==> config.mk <==
export PLATFORM = sky130hd
export DESIGN_NAME = gpsg_back_flat
export DESIGN_NICKNAME = d
export VERILOG_FILES = /design/src/rtl/core/gpsg_pkg.sv /design/src/rtl/core/gpsg_res_if.sv /design/src/rtl/core/gpsg_back.sv /design/src/flat_wrapper.sv
export SDC_FILE = /design/constraint.sdc
export NUM_CORES = 1
export LEC_CHECK = 0
export CORE_MARGIN = 8
export CORE_UTILIZATION = 40
export CTS_BUF_LIST = sky130_fd_sc_hd__clkbuf_16
export CTS_CLUSTER_DIAMETER = 200
export DETAILED_ROUTE_END_ITERATION = 10
export DONT_BUFFER_PORTS = 1
export PLACE_DENSITY_LB_ADDON = 0.05
export SYNTH_ARGS = -nofsm -noshare
export SYNTH_HDL_FRONTEND = slang
export SYNTH_SLANG_ARGS = --single-unit
export TNS_END_PERCENT = 5
==> constraint.sdc <==
create_clock -name clk -period 8.4 [get_ports clk]
set_input_delay 0.42 -clock clk [delete_from_list [all_inputs] [get_ports clk]]
set_output_delay 0.42 -clock clk [all_outputs]
set_load 0.05 [all_outputs]
==> src/rtl/core/gpsg_pkg.sv <==
// ----------------------------------------------------------------------------
// gpsg_pkg: shared types and constants of the ground projection size gate
// Configuration layout, register indexes, reset values, divider sizing.
// ----------------------------------------------------------------------------
`default_nettype none

package gpsg_pkg;

  // Result field width and quotient bits worked out by the divider chain
  localparam int OUT_W = 17;
  localparam int QUO_W = OUT_W + 1;

  // Configuration port shape
  localparam int CFG_IDX_W  = 3;
  localparam int CFG_DATA_W = 16;

  // Register indexes
  localparam logic [CFG_IDX_W-1:0] CFG_SIN_TILT   = 3'd0;
  localparam logic [CFG_IDX_W-1:0] CFG_COS_TILT   = 3'd1;
  localparam logic [CFG_IDX_W-1:0] CFG_FOCAL_Y    = 3'd2;
  localparam logic [CFG_IDX_W-1:0] CFG_CENTER_X   = 3'd3;
  localparam logic [CFG_IDX_W-1:0] CFG_CENTER_Y   = 3'd4;
  localparam logic [CFG_IDX_W-1:0] CFG_CAM_HEIGHT = 3'd5;
  localparam logic [CFG_IDX_W-1:0] CFG_WIDTH_LO   = 3'd6;
  localparam logic [CFG_IDX_W-1:0] CFG_WIDTH_HI   = 3'd7;

  // Reset values
  localparam logic signed [15:0] RST_SIN_TILT   = -16'sd5154;
  localparam logic signed [15:0] RST_COS_TILT   = 16'sd15552;
  localparam logic [15:0]        RST_FOCAL_Y    = 16'd8870;
  localparam logic [12:0]        RST_CENTER_X   = 13'd641;
  localparam logic [12:0]        RST_CENTER_Y   = 13'd481;
  localparam logic [11:0]        RST_CAM_HEIGHT = 12'd550;
  localparam logic [11:0]        RST_WIDTH_LO   = 12'd50;
  localparam logic [11:0]        RST_WIDTH_HI   = 12'd250;

  // Output saturation magnitudes and forward distance limit (mm)
  localparam logic [QUO_W-1:0]        SAT_POS_MAG = 18'd65535;
  localparam logic [QUO_W-1:0]        SAT_NEG_MAG = 18'd65536;
  localparam logic signed [OUT_W-1:0] DIST_LIMIT  = 17'sd30000;

  // Camera and gate settings
  typedef struct packed {
    logic signed [15:0] sin_tilt;
    logic signed [15:0] cos_tilt;
    logic [15:0]        focal_y;
    logic [12:0]        center_x;
    logic [12:0]        center_y;
    logic [11:0]        cam_height;
    logic [11:0]        width_lo;
    logic [11:0]        width_hi;
  } cfg_t;

  // Sign and status bits that ride along the divider chain
  typedef struct packed {
    logic neg_dist;
    logic neg_width;
    logic no_hit;
  } div_tag_t;

  // v in sixteenths of a pixel: center_y - 2*row, times 8
  function automatic int gpsg_v_bits(int coord_bits);
    return ((coord_bits + 2 > 14) ? coord_bits + 2 : 14) + 3;
  endfunction

  // Projection denominator
  function automatic int gpsg_den_bits(int coord_bits);
    return gpsg_v_bits(coord_bits) + 17;
  endfunction

  // Divider remainder, wide enough for the divisor shifted by QUO_W - 1
  function automatic int gpsg_rem_bits(int coord_bits);
    return gpsg_den_bits(coord_bits) + QUO_W - 1;
  endfunction

endpackage

`default_nettype wire

==> src/rtl/core/gpsg_res_if.sv <==
// ----------------------------------------------------------------------------
// gpsg_res_if: ground projection result channel
// Valid/ready channel carrying one gate result per transfer.
// ----------------------------------------------------------------------------
`default_nettype none

interface gpsg_res_if;
  import gpsg_pkg::*;

  logic                    valid;
  logic                    ready;
  logic signed [OUT_W-1:0] ground_distance;
  logic signed [OUT_W-1:0] ground_width;
  logic                    accepted;
  logic                    no_ground_hit;

  modport source (output valid, ground_distance, ground_width, accepted, no_ground_hit,
                  input ready);
  modport sink (input valid, ground_distance, ground_width, accepted, no_ground_hit,
                output ready);
endinterface

`default_nettype wire

==> src/rtl/core/gpsg_back.sv <==
// ----------------------------------------------------------------------------
// gpsg_back: saturation, limit check and output register
// Turns quotient magnitudes into saturated signed results and gates the box.
// ----------------------------------------------------------------------------
`default_nettype none

module gpsg_back (
  input  wire logic                         clk,
  input  wire logic                         rst,
  input  wire gpsg_pkg::cfg_t               cfg,
  input  wire logic                         up_valid,
  output logic                              up_ready,
  input  wire logic [gpsg_pkg::QUO_W-1:0]   q_dist,
  input  wire logic [gpsg_pkg::QUO_W-1:0]   q_width,
  input  wire gpsg_pkg::div_tag_t           tag,
  gpsg_res_if.source                        result
);
  import gpsg_pkg::*;

  // Signed, saturated value of a truncated quotient; top bit set means overflow
  function automatic logic signed [OUT_W-1:0] sat_quo(logic [QUO_W-1:0] q, logic neg);
    logic signed [OUT_W-1:0] r;
    if (neg) begin
      r = (q > SAT_NEG_MAG) ? $signed(OUT_W'(SAT_NEG_MAG))
                            : $signed(OUT_W'(QUO_W'(0) - q));
    end else begin
      r = (q > SAT_POS_MAG) ? $signed(OUT_W'(SAT_POS_MAG)) : $signed(q[OUT_W-1:0]);
    end
    return r;
  endfunction

  logic signed [OUT_W-1:0] fwd, width, lo_w, hi_w;
  logic                    pass, take;

  assign fwd   = sat_quo(q_dist, tag.neg_dist);
  assign width = sat_quo(q_width, tag.neg_width);
  assign lo_w  = $signed({5'b0, cfg.width_lo});
  assign hi_w  = $signed({5'b0, cfg.width_hi});
  assign pass  = (width > lo_w) && (width < hi_w) &&
                 (fwd > $signed(OUT_W'(0))) && (fwd < DIST_LIMIT);

  assign take     = !result.valid || result.ready;
  assign up_ready = take;

  // Output register; a zero denominator clears the results
  always_ff @(posedge clk) begin
    if (rst) begin
      result.valid <= 1'b0;
    end else if (take) begin
      result.valid <= up_valid;
    end
    if (take) begin
      result.ground_distance <= tag.no_hit ? '0 : fwd;
      result.ground_width    <= tag.no_hit ? '0 : width;
      result.accepted        <= !tag.no_hit && pass;
      result.no_ground_hit   <= tag.no_hit;
    end
  end

endmodule

`default_nettype wire
==> src/flat_wrapper.sv <==
// flat-port wrapper written by rule: the top's interface ports become plain ports
module gpsg_back_flat import gpsg_pkg::*;
  (clk, rst, cfg, up_valid, up_ready, q_dist, q_width, tag, result_valid, result_ground_distance, result_ground_width, result_accepted, result_no_ground_hit, result_ready);
  gpsg_res_if result_i ();
  input  wire logic clk;
  input  wire logic rst;
  input  wire gpsg_pkg::cfg_t cfg;
  input  wire logic up_valid;
  output logic up_ready;
  input  wire logic [gpsg_pkg::QUO_W-1:0] q_dist;
  input  wire logic [gpsg_pkg::QUO_W-1:0] q_width;
  input  wire gpsg_pkg::div_tag_t tag;
  output wire logic [$bits(result_i.valid)-1:0] result_valid;
  output wire logic [$bits(result_i.ground_distance)-1:0] result_ground_distance;
  output wire logic [$bits(result_i.ground_width)-1:0] result_ground_width;
  output wire logic [$bits(result_i.accepted)-1:0] result_accepted;
  output wire logic [$bits(result_i.no_ground_hit)-1:0] result_no_ground_hit;
  input wire logic [$bits(result_i.ready)-1:0] result_ready;
  assign result_valid = result_i.valid;
  assign result_ground_distance = result_i.ground_distance;
  assign result_ground_width = result_i.ground_width;
  assign result_accepted = result_i.accepted;
  assign result_no_ground_hit = result_i.no_ground_hit;
  assign result_i.ready = result_ready;
  gpsg_back u_core (.clk(clk), .rst(rst), .cfg(cfg), .up_valid(up_valid), .up_ready(up_ready), .q_dist(q_dist), .q_width(q_width), .tag(tag), .result(result_i));
endmodule
# Yosys cells after proc, flatten, opt, wreduce, memory -nomap -nowiden
# Cells that the tools add are included.
# Widths: inputs -> output; s select.
[totals] n_memories=0 ram_bits=0 latchBits=0 output_inout_bits=38 wordCells=28 in_bits=153 ff_bits=37 rom_bits=0
[classes] bitwise=0 eq_ne=0 n_shift=0 n_lt_le_gt_ge=8 n_mul=0 div=0 muxes=6 addsub=2 reduce_logical=7
[op_table] cell="$mux 17" n=6
[op_table] cell="$gt 18x16->1 const B" n=2
[op_table] cell="$gt 18x17->1 const B" n=2
[op_table] cell="$sub 1x17->17 const A" n=2
[op_table] cell="$gt 17x1->1 const B" n=1
[op_table] cell="$gt 17x13->1" n=1
[op_table] cell="$lt 17x13->1" n=1
[op_table] cell="$lt 17x16->1 const B" n=1
[op_table] cell="$logic_and 1x1->1" n=4
[op_table] cell="$logic_not 1->1" n=2
[op_table] cell="$logic_or 1x1->1" n=1

# Logic depth before layout (Yosys ltp)
[logic_depth] ltp_word=8 depth_mapped=17

# Worst setup path after synthesis
# OpenSTA, ideal clock, no wires.
[synth_path] kind="in2reg" start="in q_width[0] (netlist name)" end="reg u_core.result.accepted, data pin" arrival_ns=3.815 slack_ns=4.418 cell_stages=13 path_cell_list="inv_1 > ha_1 > nor3b_1 > a41oi_1 > nor2_2 > nand2_1 > o311ai_1 > ha_1 > a2111oi_0 > o311a_1 > o211ai_1 > or4_1 > a211oi_1"
[synth_between] elab_chain_len=8 elab_cells_between_ends=12 classes_between="add/sub (1); order compare (4); mux (3); reduce/logical (4)"
[synth_rtl] item="start, declared" line_no="flat_wrapper.sv:11" source="input wire logic [gpsg_pkg::QUO_W-1:0] q_width;"
[synth_rtl] item="$sub 1x17->17, or another cell as far along" line_no="gpsg_back.sv:25" source=": $signed(OUT_W'(QUO_W'(0) - q));"
[synth_rtl] item="$mux 17, on equally long branches" line_no="gpsg_back.sv:24, gpsg_back.sv:27"
[synth_rtl] item="$mux 17 *" line_no="gpsg_back.sv:23" source="if (neg) begin"
[synth_rtl] item="named net u_core.width[11]" line_no="gpsg_back.sv:32" source="logic signed [OUT_W-1:0] fwd, width, lo_w, hi_w;"
[synth_rtl] item="$gt 17x13->1 / $lt 17x13->1 (equally long branches)" line_no="gpsg_back.sv:39" source="assign pass = (width > lo_w) && (width < hi_w) &&"
[synth_rtl] item="$logic_and 1x1->1 * (2 in series)" line_no="gpsg_back.sv:39"
[synth_rtl] item="$logic_and 1x1->1 *" line_no="gpsg_back.sv:40" source="(fwd > $signed(OUT_W'(0))) && (fwd < DIST_LIMIT);"
[synth_rtl] item="$logic_and 1x1->1 *" line_no="gpsg_back.sv:55" source="result.accepted <= !tag.no_hit && pass;"
[synth_rtl] item="end signal, assigned" line_no="gpsg_back.sv:55"
[synth_rtl] item="end, declared" line_no="gpsg_res_if.sv:17" source="modport source (output valid, ground_distance, ground_width, accepted, no_ground_hit,"
# Mark *: on every way through the listed nets, which the timed path passes. The rest lies on a longest branch.
# A chain may end at the register's enable or synchronous reset.

# Worst setup path after layout
# Same ends and word-level chain as after synthesis.

==> impl.org <==
** Outcome
- Status :: completed

** Synthesis
- Number of warnings issued by yosys :: 0
- Counting every instance in the synthesized netlist gives roughly 380.
- After synthesis, the share of flip-flops with an asynchronous set or reset is 0%.
- Synth Flop Type :: edfxtp_1
- Number of flip-flops and latches in the synthesized netlist :: 37
- The synthesized netlist contains 59 unique library cells.
- Ranked by instance count, the synthesized netlist is headed by 36 x edfxtp_1, 32 x nand2_1, 30 x inv_1, 30 x nor2_1, 28 x a21oi_1.
- Of the synthesized area, sequential elements account for 33.8%.
- After synthesis the cells add up to around 3300 um2.
- Most frequent cell after synthesis :: edfxtp_1
- Yosys mapped a number of flops with a built-in enable equal to 36.
- Biggest area contributors in the synthesized netlist :: edfxtp_1 33%, ha_1 9.6%, a21oi_1 4.3%, nand2_1 3.7%, inv_1 3.5%
- Syn Nets :: roughly 560
- Synthesized area per cell :: roughly 8.5 um2
- Of the post-synthesis cell area, the dominant cell type holds between 30% and 40%.
- The largest total area in the synthesized netlist belongs to edfxtp_1.

** Setup path
- Largest fanout on the critical path :: 10
- Measured in cells, the most critical reg-to-reg path has a length of 2.
- Critical path data arrival time :: 4.99 ns
- Cell-by-cell listing of the critical path :: inv_1 > ha_1 > nor3b_1 > a41oi_1 > nor2_2 > nand2_1 > o311ai_1 > ha_1 > a2111oi_0 > o311a_1 > o211ai_1 > or4_1 > a211oi_1
- Most Frequent Cell on Critical Path :: ha_1
- In this design, the stage delay of the slowest critical-path cell is around 0.63 ns.
- Cell family with most CP delay :: compound AO/OA/AOI/OAI gates
- The worst register-to-register path ends at u_core.result.ground_width[10].
- For this design, the slowest cell found on the critical path is o311ai_1.
- Worst Setup Start Kind :: input port
- Critical path buffers and inverters :: 1
- STA classifies the critical path endpoint as a register.
- Data required time at the worst endpoint :: 8.48 ns
- Setup slack of the worst register-to-register path :: 6.59 ns
- Beginning of the worst register-to-register path :: u_core.result.valid
- Type of the setup path with the least slack :: input port to register

** Clocking
- The later pin in the worst-skew pair is clocked with a latency of 0.27 ns.
- CTS hold repair buffers :: 0
- CTS built an H-tree with a depth of 2.
- CTS saw 37 sinks.
- TritonCTS built the clock tree.
- The clock passes through at most 2 buffers.
- Post-CTS repair timing setup buffer count :: 0
- CTS root buf :: clkbuf_16
- TritonCTS created 5 clock buffers.
- Post-CTS sizing :: 0
- Worst-path clk slew :: ~0.060 ns

** Cells and area
- Cells with a size suffix above 1 make up 6.38% of the layout.
- Synth-to-Final Area Change :: 6.57%
- For this run, the post-layout net count is 553.
- Antenna diode count :: 0
- Final core utilization :: 43.1%
- Non-Filler Instances :: around 480

** Die
- Floorplan row count :: 33
- The floorplan step defined a die boundary enclosing 11300 um2.
- Number of placed I/O pins :: 191
- The core region is 8050 um2.
- Initial core utilization :: 40.5%
- Vertical die dimension :: 106 um
- Die Width :: 106 um

** Min path
- In this run the most critical hold path is launched from rst.
- Counting instances, the worst hold path has a depth of 1.
- Endpoint, Worst Hold :: u_core.result.valid
- The worst hold path belongs to the class input port to register.

** Timing
- Worst-Margin Slew :: ~0.98 ns
- Finish-stage setup viols :: 0
- For the final routed database, the setup TNS stands at 0 ns.
- Final critical-path share of the clock period :: 58.4%
- Max Transition Viols Final :: 0
- Setup slack closes at between 3 and 4 ns.
- Final hold violation count :: 0
- Setup repair after global routing left no endpoint under its margin.
- Final clock skew :: 0.00221 ns
- In this run the tightest slew margin relative to its limit is ~34%.
- The worst path needs 4.91 ns of the cycle, external delays included.
- For this run, the top clock speed supported by timing is between 0.2 and 0.25 GHz.

** Pwr
- Maximum vdd ir drop :: 0.0642 mV
- Leakage power :: 1.34 nW
- Power consumption :: 0.563 mW
- Sequential cells burn 51.2% of the power.
- Relative contribution of combinational cells to total power :: 16.9%
- Int Power :: 0.370 mW
- Switching power :: 0.193 mW
- Dividing total power by cell area gives a power density of 162 nW/um2.
- Clock share of power :: 31.9%
- Switching part of the total :: 34.3%

** Global routing
- Entering global routing, the biggest net connects 40 pins.
- Initial antenna violation count :: 0
- The via count of the first global-routing pass was between 2000 and 3000.
- The first global-routing pass estimated ~15 mm of wire.
- Aggregate global-route resource usage :: 16.8%
- Total grt overflow :: 0

** Route
- Count of unresolved DRC violations after routing :: 0
- WL final :: 9.85 mm
- Number of design-rule violations left by the first detailed-router iteration :: roughly 140
- Number of search-and-repair iterations in the first detailed-routing pass :: 4
- Post-route ant nets :: 0
- Detailed routing inserted a total of approximately 3000 vias.
- Average wire length per cell after detail routing :: 20.5 um
- Using the TritonRoute via totals, the vias-per-cell ratio works out to about 6.1.

** Run
- Max-cap violations in this run came to 0.

** Placement
- Estimated wirelength of the detail-placed design :: 7.72 mm
- In this run, placement finished with an instance count of 473.
- OpenSTA, run right after detailed placement, puts the worst setup slack at 3.24 ns.
- Buffers placed on the I/O ports in this run total 0.
- Final weighted congestion in routability-driven placement :: just under 0.9
## final cells by class
cell class	instances	area [um2]
clock buffer	5	125
clock inverter	3	15.0
fill	811	4580
inverter	30	113
multi-input combinational	299	1970
sequential	37	1100
tap	105	131
timing repair buffer	2	15.0
## kinds of logic after synthesis
kind of cell               count (synthesis)  synth area share [%]
AOI/OAI and AO/OA                        116                  24.1
adders and majority gates                 25                  9.60
buffers and inverters                     48                  5.76
DFF                                       37                  33.8
muxes                                      1                 0.307
and+or+nand+nor                          157                  26.4
## worst register-to-register path: stages (launching register included)
cell and delay [ns]:
dfxtp_1 0.65, nand2b_2 0.47, buf_4 0.40
## registers in the layout, indices dropped and copies added, names as in the netlist
register	cells
u_core.result.ground_distance	17
u_core.result.accepted	1
u_core.result.ground_width	17
u_core.result.valid	1
u_core.result.no_ground_hit	1
## layer usage
metal  wire, um  vias up  share of wire [%]  GRT usage (%)
met1       4100     1369                 42           19.9
met3        688       10                7.0           4.48
li1           -     1467                  -              -
met5          0        -                  0              0
met2       4940      104                 50           29.1
met4        118        0                1.2           4.82
## power by group through the flow
| stage | combinational [mW] | clock [mW] | sequential (mW) |
|---|---|---|---|
| finish | 0.0952 | 0.180 | 0.288 |
| detailed placement | 0.0948 | 0 | 0.293 |
| global placement | 0.0940 | 0 | 0.293 |
| floorplan | 0.0797 | 0 | 0.289 |
| CTS | 0.0955 | 0.183 | 0.289 |
| global route | 0.108 | 0.189 | 0.290 |
## how the worst max path moves through the flow
| stage | endpoint | cells after the start | from | slack [ns] |
|---|---|---|---|---|
| after floorplan | u_core.result.accepted | 13 | q_width[0] | 4.42 |
| after global placement | u_core.result.accepted | 13 | q_width[0] | 3.17 |
| after detailed placement | u_core.result.accepted | 13 | q_width[0] | 3.24 |
| after CTS | u_core.result.accepted | 13 | q_width[0] | 3.48 |
| after global routing | u_core.result.accepted | 15 | q_width[0] | 3.09 |
| final | u_core.result.accepted | 13 | q_width[0] | 3.49 |
## placed cells by master, fill, tap and decap left out, drive strengths merged, types with 3 or more instances in the layout
master / Yosys / layout
nor2b: 12 / 12
edfxtp: 36 / 36
a21oi: 28 / 28
clkbuf: 17 / 5
o311a: 3 / 3
nand4: 6 / 6
a221oi: 3 / 3
nor2: 31 / 31
o311ai: 10 / 10
ha: 25 / 25
o31ai: 3 / 3
a211oi: 4 / 4
nor4b: 3 / 3
or3: 4 / 4
a31oi: 7 / 7
nor4: 11 / 11
a21o: 11 / 11
nand3: 14 / 14
and3: 3 / 3
or4: 5 / 5
o21ai: 23 / 23
o211ai: 6 / 6
inv: 30 / 31
or2: 3 / 3
nand2: 32 / 32
nor3b: 3 / 3
nand2b: 5 / 5
nor3: 18 / 18
## per-stage QoR
step                      area (um2)  hold WS (ns)
after detailed placement        3330         0.493
after global placement          3330         0.490
final                           3470         0.207
after CTS                       3470         0.200
after floorplan                 3260         0.489
after global routing            3470         0.199
Note: power is estimated with default switching activity, not from simulation.
