===== src/rtl/core/gpsg_pkg.sv =====
// ----------------------------------------------------------------------------
// gpsg_pkg: shared types and constants of the ground projection size gate
// Configuration layout, register indexes, reset values, divider sizing.
// ----------------------------------------------------------------------------
`default_nettype none

package gpsg_pkg;

  // Result field width and quotient bits worked out by the divider chain
  localparam int OUT_W = 17;
  localparam int QUO_W = OUT_W + 1;

  // Configuration port shape
  localparam int CFG_IDX_W  = 3;
  localparam int CFG_DATA_W = 16;

  // Register indexes
  localparam logic [CFG_IDX_W-1:0] CFG_SIN_TILT   = 3'd0;
  localparam logic [CFG_IDX_W-1:0] CFG_COS_TILT   = 3'd1;
  localparam logic [CFG_IDX_W-1:0] CFG_FOCAL_Y    = 3'd2;
  localparam logic [CFG_IDX_W-1:0] CFG_CENTER_X   = 3'd3;
  localparam logic [CFG_IDX_W-1:0] CFG_CENTER_Y   = 3'd4;
  localparam logic [CFG_IDX_W-1:0] CFG_CAM_HEIGHT = 3'd5;
  localparam logic [CFG_IDX_W-1:0] CFG_WIDTH_LO   = 3'd6;
  localparam logic [CFG_IDX_W-1:0] CFG_WIDTH_HI   = 3'd7;

  // Reset values
  localparam logic signed [15:0] RST_SIN_TILT   = -16'sd5154;
  localparam logic signed [15:0] RST_COS_TILT   = 16'sd15552;
  localparam logic [15:0]        RST_FOCAL_Y    = 16'd8870;
  localparam logic [12:0]        RST_CENTER_X   = 13'd641;
  localparam logic [12:0]        RST_CENTER_Y   = 13'd481;
  localparam logic [11:0]        RST_CAM_HEIGHT = 12'd550;
  localparam logic [11:0]        RST_WIDTH_LO   = 12'd50;
  localparam logic [11:0]        RST_WIDTH_HI   = 12'd250;

  // Output saturation magnitudes and forward distance limit (mm)
  localparam logic [QUO_W-1:0]        SAT_POS_MAG = 18'd65535;
  localparam logic [QUO_W-1:0]        SAT_NEG_MAG = 18'd65536;
  localparam logic signed [OUT_W-1:0] DIST_LIMIT  = 17'sd30000;

  // Camera and gate settings
  typedef struct packed {
    logic signed [15:0] sin_tilt;
    logic signed [15:0] cos_tilt;
    logic [15:0]        focal_y;
    logic [12:0]        center_x;
    logic [12:0]        center_y;
    logic [11:0]        cam_height;
    logic [11:0]        width_lo;
    logic [11:0]        width_hi;
  } cfg_t;

  // Sign and status bits that ride along the divider chain
  typedef struct packed {
    logic neg_dist;
    logic neg_width;
    logic no_hit;
  } div_tag_t;

  // v in sixteenths of a pixel: center_y - 2*row, times 8
  function automatic int gpsg_v_bits(int coord_bits);
    return ((coord_bits + 2 > 14) ? coord_bits + 2 : 14) + 3;
  endfunction

  // Projection denominator
  function automatic int gpsg_den_bits(int coord_bits);
    return gpsg_v_bits(coord_bits) + 17;
  endfunction

  // Divider remainder, wide enough for the divisor shifted by QUO_W - 1
  function automatic int gpsg_rem_bits(int coord_bits);
    return gpsg_den_bits(coord_bits) + QUO_W - 1;
  endfunction

endpackage

`default_nettype wire


===== src/rtl/core/gpsg_box_if.sv =====
// ----------------------------------------------------------------------------
// gpsg_box_if: bounding box channel
// Valid/ready channel carrying one box per transfer.
// ----------------------------------------------------------------------------
`default_nettype none

interface gpsg_box_if #(
  parameter int COORD_BITS = 12
);
  logic                  valid;
  logic                  ready;
  logic [COORD_BITS-1:0] left_column;
  logic [COORD_BITS-1:0] right_column;
  logic [COORD_BITS-1:0] bottom_row;

  modport source (output valid, left_column, right_column, bottom_row, input ready);
  modport sink (input valid, left_column, right_column, bottom_row, output ready);
endinterface

`default_nettype wire


===== src/rtl/core/gpsg_front.sv =====
// ----------------------------------------------------------------------------
// gpsg_front: projection front end
// Four stages: products, denominator and forward numerator, height scaling,
// magnitudes and signs ready for the divider chain.
// ----------------------------------------------------------------------------
`default_nettype none

module gpsg_front #(
  parameter int COORD_BITS = 12,
  parameter int FRAC_BITS  = 14,
  parameter int R_W        = 51
) (
  input  wire logic                clk,
  input  wire logic                rst,
  input  wire gpsg_pkg::cfg_t      cfg,
  gpsg_box_if.sink                 box,
  output logic                     valid,
  input  wire logic                ready,
  output logic [R_W-1:0]           rem_dist,
  output logic [R_W-1:0]           rem_width,
  output logic [R_W-1:0]           divisor,
  output gpsg_pkg::div_tag_t       tag
);
  import gpsg_pkg::*;

  localparam int V_W   = gpsg_v_bits(COORD_BITS);
  localparam int U_W   = COORD_BITS + 5;
  localparam int PV_W  = V_W + 16;
  localparam int PF_W  = 33;
  localparam int DEN_W = gpsg_den_bits(COORD_BITS);
  localparam int UH_W  = U_W + 13;
  localparam int NX_W  = DEN_W + 13;
  localparam int NW_W  = UH_W + FRAC_BITS;

  // Stage handshake
  logic v1, v2, v3, v4;
  logic en1, en2, en3, en4;

  assign en4       = !v4 || ready;
  assign en3       = !v3 || en4;
  assign en2       = !v2 || en3;
  assign en1       = !v1 || en2;
  assign box.ready = en1;
  assign valid     = v4;

  // Box coordinates in sixteenths of a pixel
  logic [V_W-1:0]         v_raw;
  logic [U_W-1:0]         u_raw;
  logic signed [V_W-1:0]  v16;
  logic signed [U_W-1:0]  du16;
  logic signed [16:0]     fy_s;
  logic signed [12:0]     h_s;

  assign v_raw = (V_W'(cfg.center_y) - (V_W'(box.bottom_row) << 1)) << 3;
  assign u_raw = (U_W'(box.left_column) - U_W'(box.right_column)) << 4;
  assign v16   = $signed(v_raw);
  assign du16  = $signed(u_raw);
  assign fy_s  = $signed({1'b0, cfg.focal_y});
  assign h_s   = $signed({1'b0, cfg.cam_height});

  // Stage 1: products
  logic signed [PV_W-1:0] p_vc, p_vs;
  logic signed [PF_W-1:0] p_fs, p_fc;
  logic signed [UH_W-1:0] p_uh;

  always_ff @(posedge clk) begin
    if (rst) begin
      v1 <= 1'b0;
    end else if (en1) begin
      v1 <= box.valid;
    end
    if (en1) begin
      p_vc <= PV_W'(v16) * PV_W'(cfg.cos_tilt);
      p_vs <= PV_W'(v16) * PV_W'(cfg.sin_tilt);
      p_fs <= PF_W'(fy_s) * PF_W'(cfg.sin_tilt);
      p_fc <= PF_W'(fy_s) * PF_W'(cfg.cos_tilt);
      p_uh <= UH_W'(du16) * UH_W'(h_s);
    end
  end

  // Stage 2: denominator and forward numerator before height
  logic signed [DEN_W-1:0] den2, pre2;
  logic signed [UH_W-1:0]  uh2;

  always_ff @(posedge clk) begin
    if (rst) begin
      v2 <= 1'b0;
    end else if (en2) begin
      v2 <= v1;
    end
    if (en2) begin
      den2 <= DEN_W'(p_vc) + DEN_W'(p_fs);
      pre2 <= DEN_W'(p_vs) - DEN_W'(p_fc);
      uh2  <= p_uh;
    end
  end

  // Stage 3: scale by camera height, lateral numerator into fixed point
  logic signed [DEN_W-1:0] den3;
  logic signed [NX_W-1:0]  nx3;
  logic signed [NW_W-1:0]  nw3;

  always_ff @(posedge clk) begin
    if (rst) begin
      v3 <= 1'b0;
    end else if (en3) begin
      v3 <= v2;
    end
    if (en3) begin
      den3 <= den2;
      nx3  <= NX_W'(pre2) * NX_W'(h_s);
      nw3  <= NW_W'(uh2) <<< FRAC_BITS;
    end
  end

  // Stage 4: magnitudes, quotient signs, zero denominator
  logic [NX_W-1:0]  mag_x;
  logic [NW_W-1:0]  mag_w;
  logic [DEN_W-1:0] mag_d;

  assign mag_x = nx3[NX_W-1] ? $unsigned(-nx3) : $unsigned(nx3);
  assign mag_w = nw3[NW_W-1] ? $unsigned(-nw3) : $unsigned(nw3);
  assign mag_d = den3[DEN_W-1] ? $unsigned(-den3) : $unsigned(den3);

  always_ff @(posedge clk) begin
    if (rst) begin
      v4 <= 1'b0;
    end else if (en4) begin
      v4 <= v3;
    end
    if (en4) begin
      rem_dist      <= R_W'(mag_x);
      rem_width     <= R_W'(mag_w);
      divisor       <= R_W'(mag_d) << (QUO_W - 1);
      tag.neg_dist  <= nx3[NX_W-1] ^ den3[DEN_W-1];
      tag.neg_width <= nw3[NW_W-1] ^ den3[DEN_W-1];
      tag.no_hit    <= (den3 == '0);
    end
  end

endmodule

`default_nettype wire


===== src/flat_wrapper.sv =====
// flat-port wrapper written by rule: the top's interface ports become plain ports
module gpsg_front_flat import gpsg_pkg::*;
#(
  parameter int COORD_BITS = 12,
  parameter int FRAC_BITS  = 14,
  parameter int R_W        = 51
)
  (clk, rst, cfg, valid, ready, rem_dist, rem_width, divisor, tag, box_valid, box_left_column, box_right_column, box_bottom_row, box_ready);
  gpsg_box_if #(.COORD_BITS(COORD_BITS)) box_i ();
  input  wire logic clk;
  input  wire logic rst;
  input  wire gpsg_pkg::cfg_t cfg;
  output logic valid;
  input  wire logic ready;
  output logic [R_W-1:0] rem_dist;
  output logic [R_W-1:0] rem_width;
  output logic [R_W-1:0] divisor;
  output gpsg_pkg::div_tag_t tag;
  input wire logic [$bits(box_i.valid)-1:0] box_valid;
  input wire logic [$bits(box_i.left_column)-1:0] box_left_column;
  input wire logic [$bits(box_i.right_column)-1:0] box_right_column;
  input wire logic [$bits(box_i.bottom_row)-1:0] box_bottom_row;
  output wire logic [$bits(box_i.ready)-1:0] box_ready;
  assign box_i.valid = box_valid;
  assign box_i.left_column = box_left_column;
  assign box_i.right_column = box_right_column;
  assign box_i.bottom_row = box_bottom_row;
  assign box_ready = box_i.ready;
  gpsg_front #(.COORD_BITS(COORD_BITS), .FRAC_BITS(FRAC_BITS), .R_W(R_W)) u_core (.clk(clk), .rst(rst), .cfg(cfg), .box(box_i), .valid(valid), .ready(ready), .rem_dist(rem_dist), .rem_width(rem_width), .divisor(divisor), .tag(tag));
endmodule

===== config.mk =====
export PLATFORM = sky130hd
export DESIGN_NAME = gpsg_front_flat
export DESIGN_NICKNAME = d
export VERILOG_FILES = /design/src/rtl/core/gpsg_pkg.sv /design/src/rtl/core/gpsg_box_if.sv /design/src/rtl/core/gpsg_front.sv /design/src/flat_wrapper.sv
export SDC_FILE = /design/constraint.sdc
export NUM_CORES = 2
export LEC_CHECK = 0
export BUFFER_PORTS_ARGS = -buffer_cell sky130_fd_sc_hd__buf_2
export CAP_MARGIN = 5
export CORE_MARGIN = 1.5
export CORE_UTILIZATION = 30
export CTS_CLUSTER_SIZE = 16
export DETAILED_ROUTE_END_ITERATION = 10
export SYNTH_ARGS = -nofsm -noshare
export SYNTH_HDL_FRONTEND = slang
export SYNTH_SLANG_ARGS = --single-unit

===== constraint.sdc =====
create_clock -name clk -period 18.8 [get_ports clk]
set_clock_uncertainty 0.1 [all_clocks]
set_input_delay 1.88 -clock clk [delete_from_list [all_inputs] [get_ports clk]]
set_output_delay 1.88 -clock clk [all_outputs]
set_load 0.05 [all_outputs]

# Word-level counts from Yosys, hierarchy flattened
# Index checks and enable logic that the tools add are counted.
[word_totals]
ff_bits = 485
in_bits = 150
out_inout_bits = 158
elab_cells = 53
[classes]
n_addsub = 7
multipliers = 6
muxes = 3
n_bitwise = 2
reduce_logical = 9
[op_table]
columns = ["operator", "count"]
rows = [
  ["$mul A17 B16 Y33", 2],
  ["$mul A14 B16 Y30", 2],
  ["$mul A34 B13 Y47", 1],
  ["$neg A47 Y47", 1],
  ["$mux W46", 1],
  ["$neg A44 Y44", 1],
  ["$mux W43", 1],
  ["$add A33 B33 Y34", 1],
  ["$logic_not A34 Y1", 1],
  ["$neg A34 Y34", 1],
  ["$sub A33 B33 Y34", 1],
  ["$mux W33", 1],
  ["$mul A13 B13 Y26", 1],
  ["$sub A13 B13 Y14", 1],
  ["$sub A12 B12 Y13", 1],
  ["$logic_not A1 Y1", 4],
  ["$logic_or A1 B1 Y1", 4],
  ["$xor A1 B1 Y1", 2],
]

# Longest topological paths before layout
[depth]
depth_word = 5
ltp_mapped = 34
depth_no_buf = 33

# Worst setup path after synthesis
# No wires, ideal clock.
[synth_path]
path_type = "input port to flip-flop"
from = "input box_right_column[1]"
to = "register u_core.p_uh[28], data pin"
setup_ps = 283
t_arrival_ps = 8909
t_required_ps = 18417
setup_slack_ps = 9508
path_stages = 29
n_path_buf = 1
cell_sequence = "inv_1 -> ha_1 -> nor2b_1 -> o21ai_0 -> a21boi_0 -> o21ai_0 -> a21boi_0 -> o21ai_0 -> a21oi_1 -> o41ai_1 -> clkbuf_1 -> mux2_2 -> fa_1 -> inv_1 -> fa_1 -> inv_1 -> fa_1 -> fa_1 -> fa_1 -> inv_1 -> ha_1 -> a21o_1 -> a21o_1 -> a21oi_1 -> o21ai_0 -> a31o_2 -> a2111oi_0 -> or3_1 -> o311ai_0"
[synth_between]
elab_chain_len = 2
[synth_lines]
columns = ["element", "line_no", "rtl"]
rows = [
  ["start: declaration", "flat_wrapper.sv:21", "input wire logic [$bits(box_i.right_column)-1:0] box_right_column;"],
  ["$sub A12 B12 Y13", "gpsg_front.sv:55", "assign u_raw = (U_W'(box.left_column) - U_W'(box.right_column)) << 4;"],
  ["$mul A13 B13 Y26", "gpsg_front.sv:77", "p_uh <= UH_W'(du16) * UH_W'(h_s);"],
  ["end signal: assignment", "gpsg_front.sv:77", ""],
  ["end: declaration", "gpsg_front.sv:64", "logic signed [UH_W-1:0] p_uh;"],
]
# No other way between the ends.
# A chain may end at the register's enable or synchronous reset.

# Worst setup path in the final report
[layout_path]
from = "input box_bottom_row[1]"
to = "register u_core.p_vs[26], data pin"
[layout_between]
elab_chain_len = 2
[layout_lines]
columns = ["element", "line_no", "rtl"]
rows = [
  ["start: declaration", "flat_wrapper.sv:22", "input wire logic [$bits(box_i.bottom_row)-1:0] box_bottom_row;"],
  ["$sub A13 B13 Y14", "gpsg_front.sv:54", "assign v_raw = (V_W'(cfg.center_y) - (V_W'(box.bottom_row) << 1)) << 3;"],
  ["$mul A14 B16 Y30", "gpsg_front.sv:74", "p_vs <= PV_W'(v16) * PV_W'(cfg.sin_tilt);"],
  ["end signal: assignment", "gpsg_front.sv:74", ""],
  ["end: declaration", "gpsg_front.sv:62", "logic signed [PV_W-1:0] p_vc, p_vs;"],
]
# No other way between the ends.

==> impl_metrics.json <==
{
  "numCtsBuffers": 54,
  "synth-seq-cells": 467,
  "cts_tree": "built",
  "die_y_um": 502,
  "hp-class": "reg2reg",
  "ys_async_sr_fraction_pct": 0,
  "gp_congestion": 0.841,
  "clkTransAtPathRegs_ns": 0.06,
  "cp_common_cell": "fa_1",
  "grt_max_degree": 74,
  "tightestPinTransition_ns": 1.34,
  "htreeDepth": 2,
  "drtIter0Drc": 2964,
  "fmax_ghz": 0.100,
  "relSlewSlack_pct": 10.2,
  "die_w_um": 502,
  "grt_use_total_pct": 14.0,
  "crit_slowest_cell": "xor2_4",
  "status": "completed",
  "fill_cells": 25123,
  "grt_remaining_overflow": 0,
  "cts.repair.resized": 0,
  "multi_input_area_um2": 53400,
  "synth_cell_types": 79,
  "arrival_ns": 10.31,
  "clkLatencyLatePin_ns": 0.71,
  "io_pins": 308,
  "die_area_um2": 252000,
  "ys_warn_count": 0,
  "critPathKind": "in2reg",
  "synth.avg_cell_area_um2": 9.81,
  "floorplan.initialDensity_pct": 30.3,
  "finalHoldViolations": 0,
  "synth_area_um2": 74700,
  "yosysSeqAreaShare_pct": 18.7,
  "finalSetupViolCount": 0,
  "syn_inst": 7611,
  "wl_per_cell_um": 15.7,
  "drv_slew": 0,
  "cp_max_fo": 17,
  "core_um2": 247000,
  "tns_ns": 0,
  "drc": 0,
  "num_rows": 182,
  "finalCriticalPeriod_ns": 9.97,
  "via_per_inst": 4.67,
  "finalNonFillerCells": 10965,
  "dp.cells": 10865,
  "design_area_um2": 80800,
  "drt-total-wl_um": 172000,
  "cp.required_ns": 19.14,
  "synth-edff-count": 463,
  "area_growth_pct": 8.18,
  "ff_latch_area_um2": 14000,
  "grt_pass1_wl_um": 285000,
  "cts_hold_buf": 0,
  "cap_violations": 0,
  "slowest_delay_ns": 0.55,
  "via_count": 51259,
  "port_buffers": 224,
  "synth_ff_type": "edfxtp_1",
  "place_hpwl_um": 134000,
  "drtPass1Iterations": 5,
  "fin_crit_sh_pct": 53.0,
  "cp-end-kind": "flop",
  "root_buffer": "clkbuf_16",
  "postCtsSetupBuffers": 0,
  "placed_area_um2": 79000,
  "drive_gt1_share_pct": 5.29,
  "fin_nets": 9732,
  "rsz0062_at_grt": "false",
  "antenna_found_initial": 23,
  "postRouteAntennaNets": 0,
  "grt_pass1_vias": 54910,
  "cts_sinks": 467,
  "startpoint_type": "primary input",
  "clockBufferDepth": 3
}
## state kept, by name (all words and copies together) (netlist names)
register / flops
u_core.v2: 1
u_core.p_fc: 33
u_core.v1: 1
u_core.tag: 3
u_core.pre2: 34
u_core.uh2: 26
u_core.rem_width: 26
u_core.nx3: 47
u_core.p_vs: 30
u_core.p_fs: 33
u_core.den3: 34
u_core.p_uh: 26
u_core.nw3: 26
u_core.den2: 34
u_core.valid: 1
u_core.p_vc: 30
u_core.v3: 1
u_core.rem_dist: 47
u_core.divisor: 34
## per-stage QoR
| stage | utilization, % | hold slack (ns) | worst slack, ns |
|---|---|---|---|
| floorplan | - | 0.300 | 9.51 |
| global placement | 32.0 | 0.302 | 8.33 |
| detailed placement | 32.0 | 0.305 | 8.21 |
| CTS | 32.8 | 0.296 | 8.96 |
| global route | 32.8 | 0.310 | 8.26 |
| finish | 32.8 | 0.295 | 8.83 |
## placed cells by master, fill, tap and decap left out, drive strengths merged, types with 30 or more instances in the layout
cell type     n
a21o         85
a21oi       187
and2        571
and3         78
buf         273
clkbuf       62
conb         46
edfxtp      463
fa         1335
ha          638
inv        1602
nand2       896
nand2b      108
nand3        63
nor2        179
nor2b        74
nor3         43
o21a         30
o21ai       150
o21bai       36
o31ai        37
xnor2       282
xor2         69
## critical path: cells and delay by family
family | cells | cell delay, ns
adders and majority gates | 8 | 3.53
xor gates and xnor gates | 1 | 0.55
muxes | 1 | 0.24
buffers and inverters | 6 | 0.66
and+or+nand+nor | 7 | 0.94
AOI/OAI and AO/OA | 8 | 2.47
## final timing paths
| path | startpoint | endpoint | slack [ns] | cells past startpoint |
|---|---|---|---|---|
| setup / recovery | box_bottom_row[1] | u_core.p_vs[26] | 8.83 | 31 |
| hold / removal | u_core.den2[26] | u_core.den3[26] | 0.29 | 0 |
| hold reg to reg | u_core.den2[26] | u_core.den3[26] | 0.29 | 0 |
| setup reg to reg | u_core.pre2[7] | u_core.nx3[44] | 11.55 | 19 |
## logic make-up (layout without fill, tap and decap cells)
family,count (synthesis),count (layout),synth area share (%)
multiplexers,21,21,0.291
adder cells (fa/ha/maj),1973,1973,46.5
other,1,49,0.00502
flip-flops,467,467,18.7
buffers and inverters,1976,1970,10.2
XOR/XNOR,351,351,4.12
AND/OR/NAND/NOR,2128,2128,14.2
AO/OA/AOI/OAI,694,694,6.03
## cell usage after synthesis (6+ instances only)
| cell type | instances | area [um2] |
|---|---|---|
| nand3b_1 | 6 | 45.0 |
| o221ai_1 | 7 | 61.3 |
| or3_1 | 27 | 169 |
| nand4_1 | 16 | 100 |
| o31ai_1 | 35 | 263 |
| o21a_1 | 30 | 225 |
| buf_4 | 46 | 345 |
| o311ai_0 | 9 | 78.8 |
| a31oi_1 | 20 | 125 |
| o211ai_1 | 14 | 105 |
| a221oi_1 | 7 | 61.3 |
| a21o_1 | 85 | 638 |
| and3_1 | 78 | 488 |
| xor2_1 | 69 | 604 |
| nand2b_1 | 108 | 676 |
| o2111ai_1 | 7 | 61.3 |
| ha_1 | 638 | 7980 |
| a211oi_1 | 17 | 128 |
| mux2_2 | 6 | 67.6 |
| o41ai_1 | 20 | 175 |
| nand3_1 | 63 | 315 |
| o21ai_0 | 149 | 746 |
| edfxtp_1 | 463 | 13900 |
| or2_2 | 17 | 106 |
| nor3_1 | 43 | 215 |
| a21boi_0 | 14 | 105 |
| o21bai_1 | 36 | 270 |
| inv_1 | 1600 | 6010 |
| and4_1 | 7 | 61.3 |
| nor2_1 | 179 | 672 |
| nand2_1 | 896 | 3360 |
| nor2b_1 | 74 | 463 |
| a2111oi_0 | 6 | 52.6 |
| mux2i_1 | 15 | 150 |
| or4_1 | 14 | 105 |
| nor4_1 | 6 | 37.5 |
| a21oi_1 | 187 | 936 |
| xnor2_1 | 282 | 2470 |
| clkbuf_1 | 325 | 1220 |
| and2_1 | 571 | 3570 |
| fa_1 | 1335 | 26700 |
## final cells by class
cell class                      count  share of cell area (%)
Inverter                         1600                    7.44
Clock buffer                       62                    1.71
Multi-Input combinational cell   5213                    66.0
Timing Repair Buffer              273                    1.84
Clock inverter                     35                   0.520
Antenna cell                        3                 0.00929
Tap cell                         3312                    5.13
Sequential cell                   467                    17.3
## per-layer routing
metal | wire, um | global-route usage (%)
met5 | 119 | 0
met4 | 3890 | 3.51
met3 | 9520 | 1.90
met2 | 81800 | 23.4
met1 | 77100 | 18.9
Power is not shown: default switching activity piles up to over one toggle a cycle in this logic, so the estimate is an artifact.
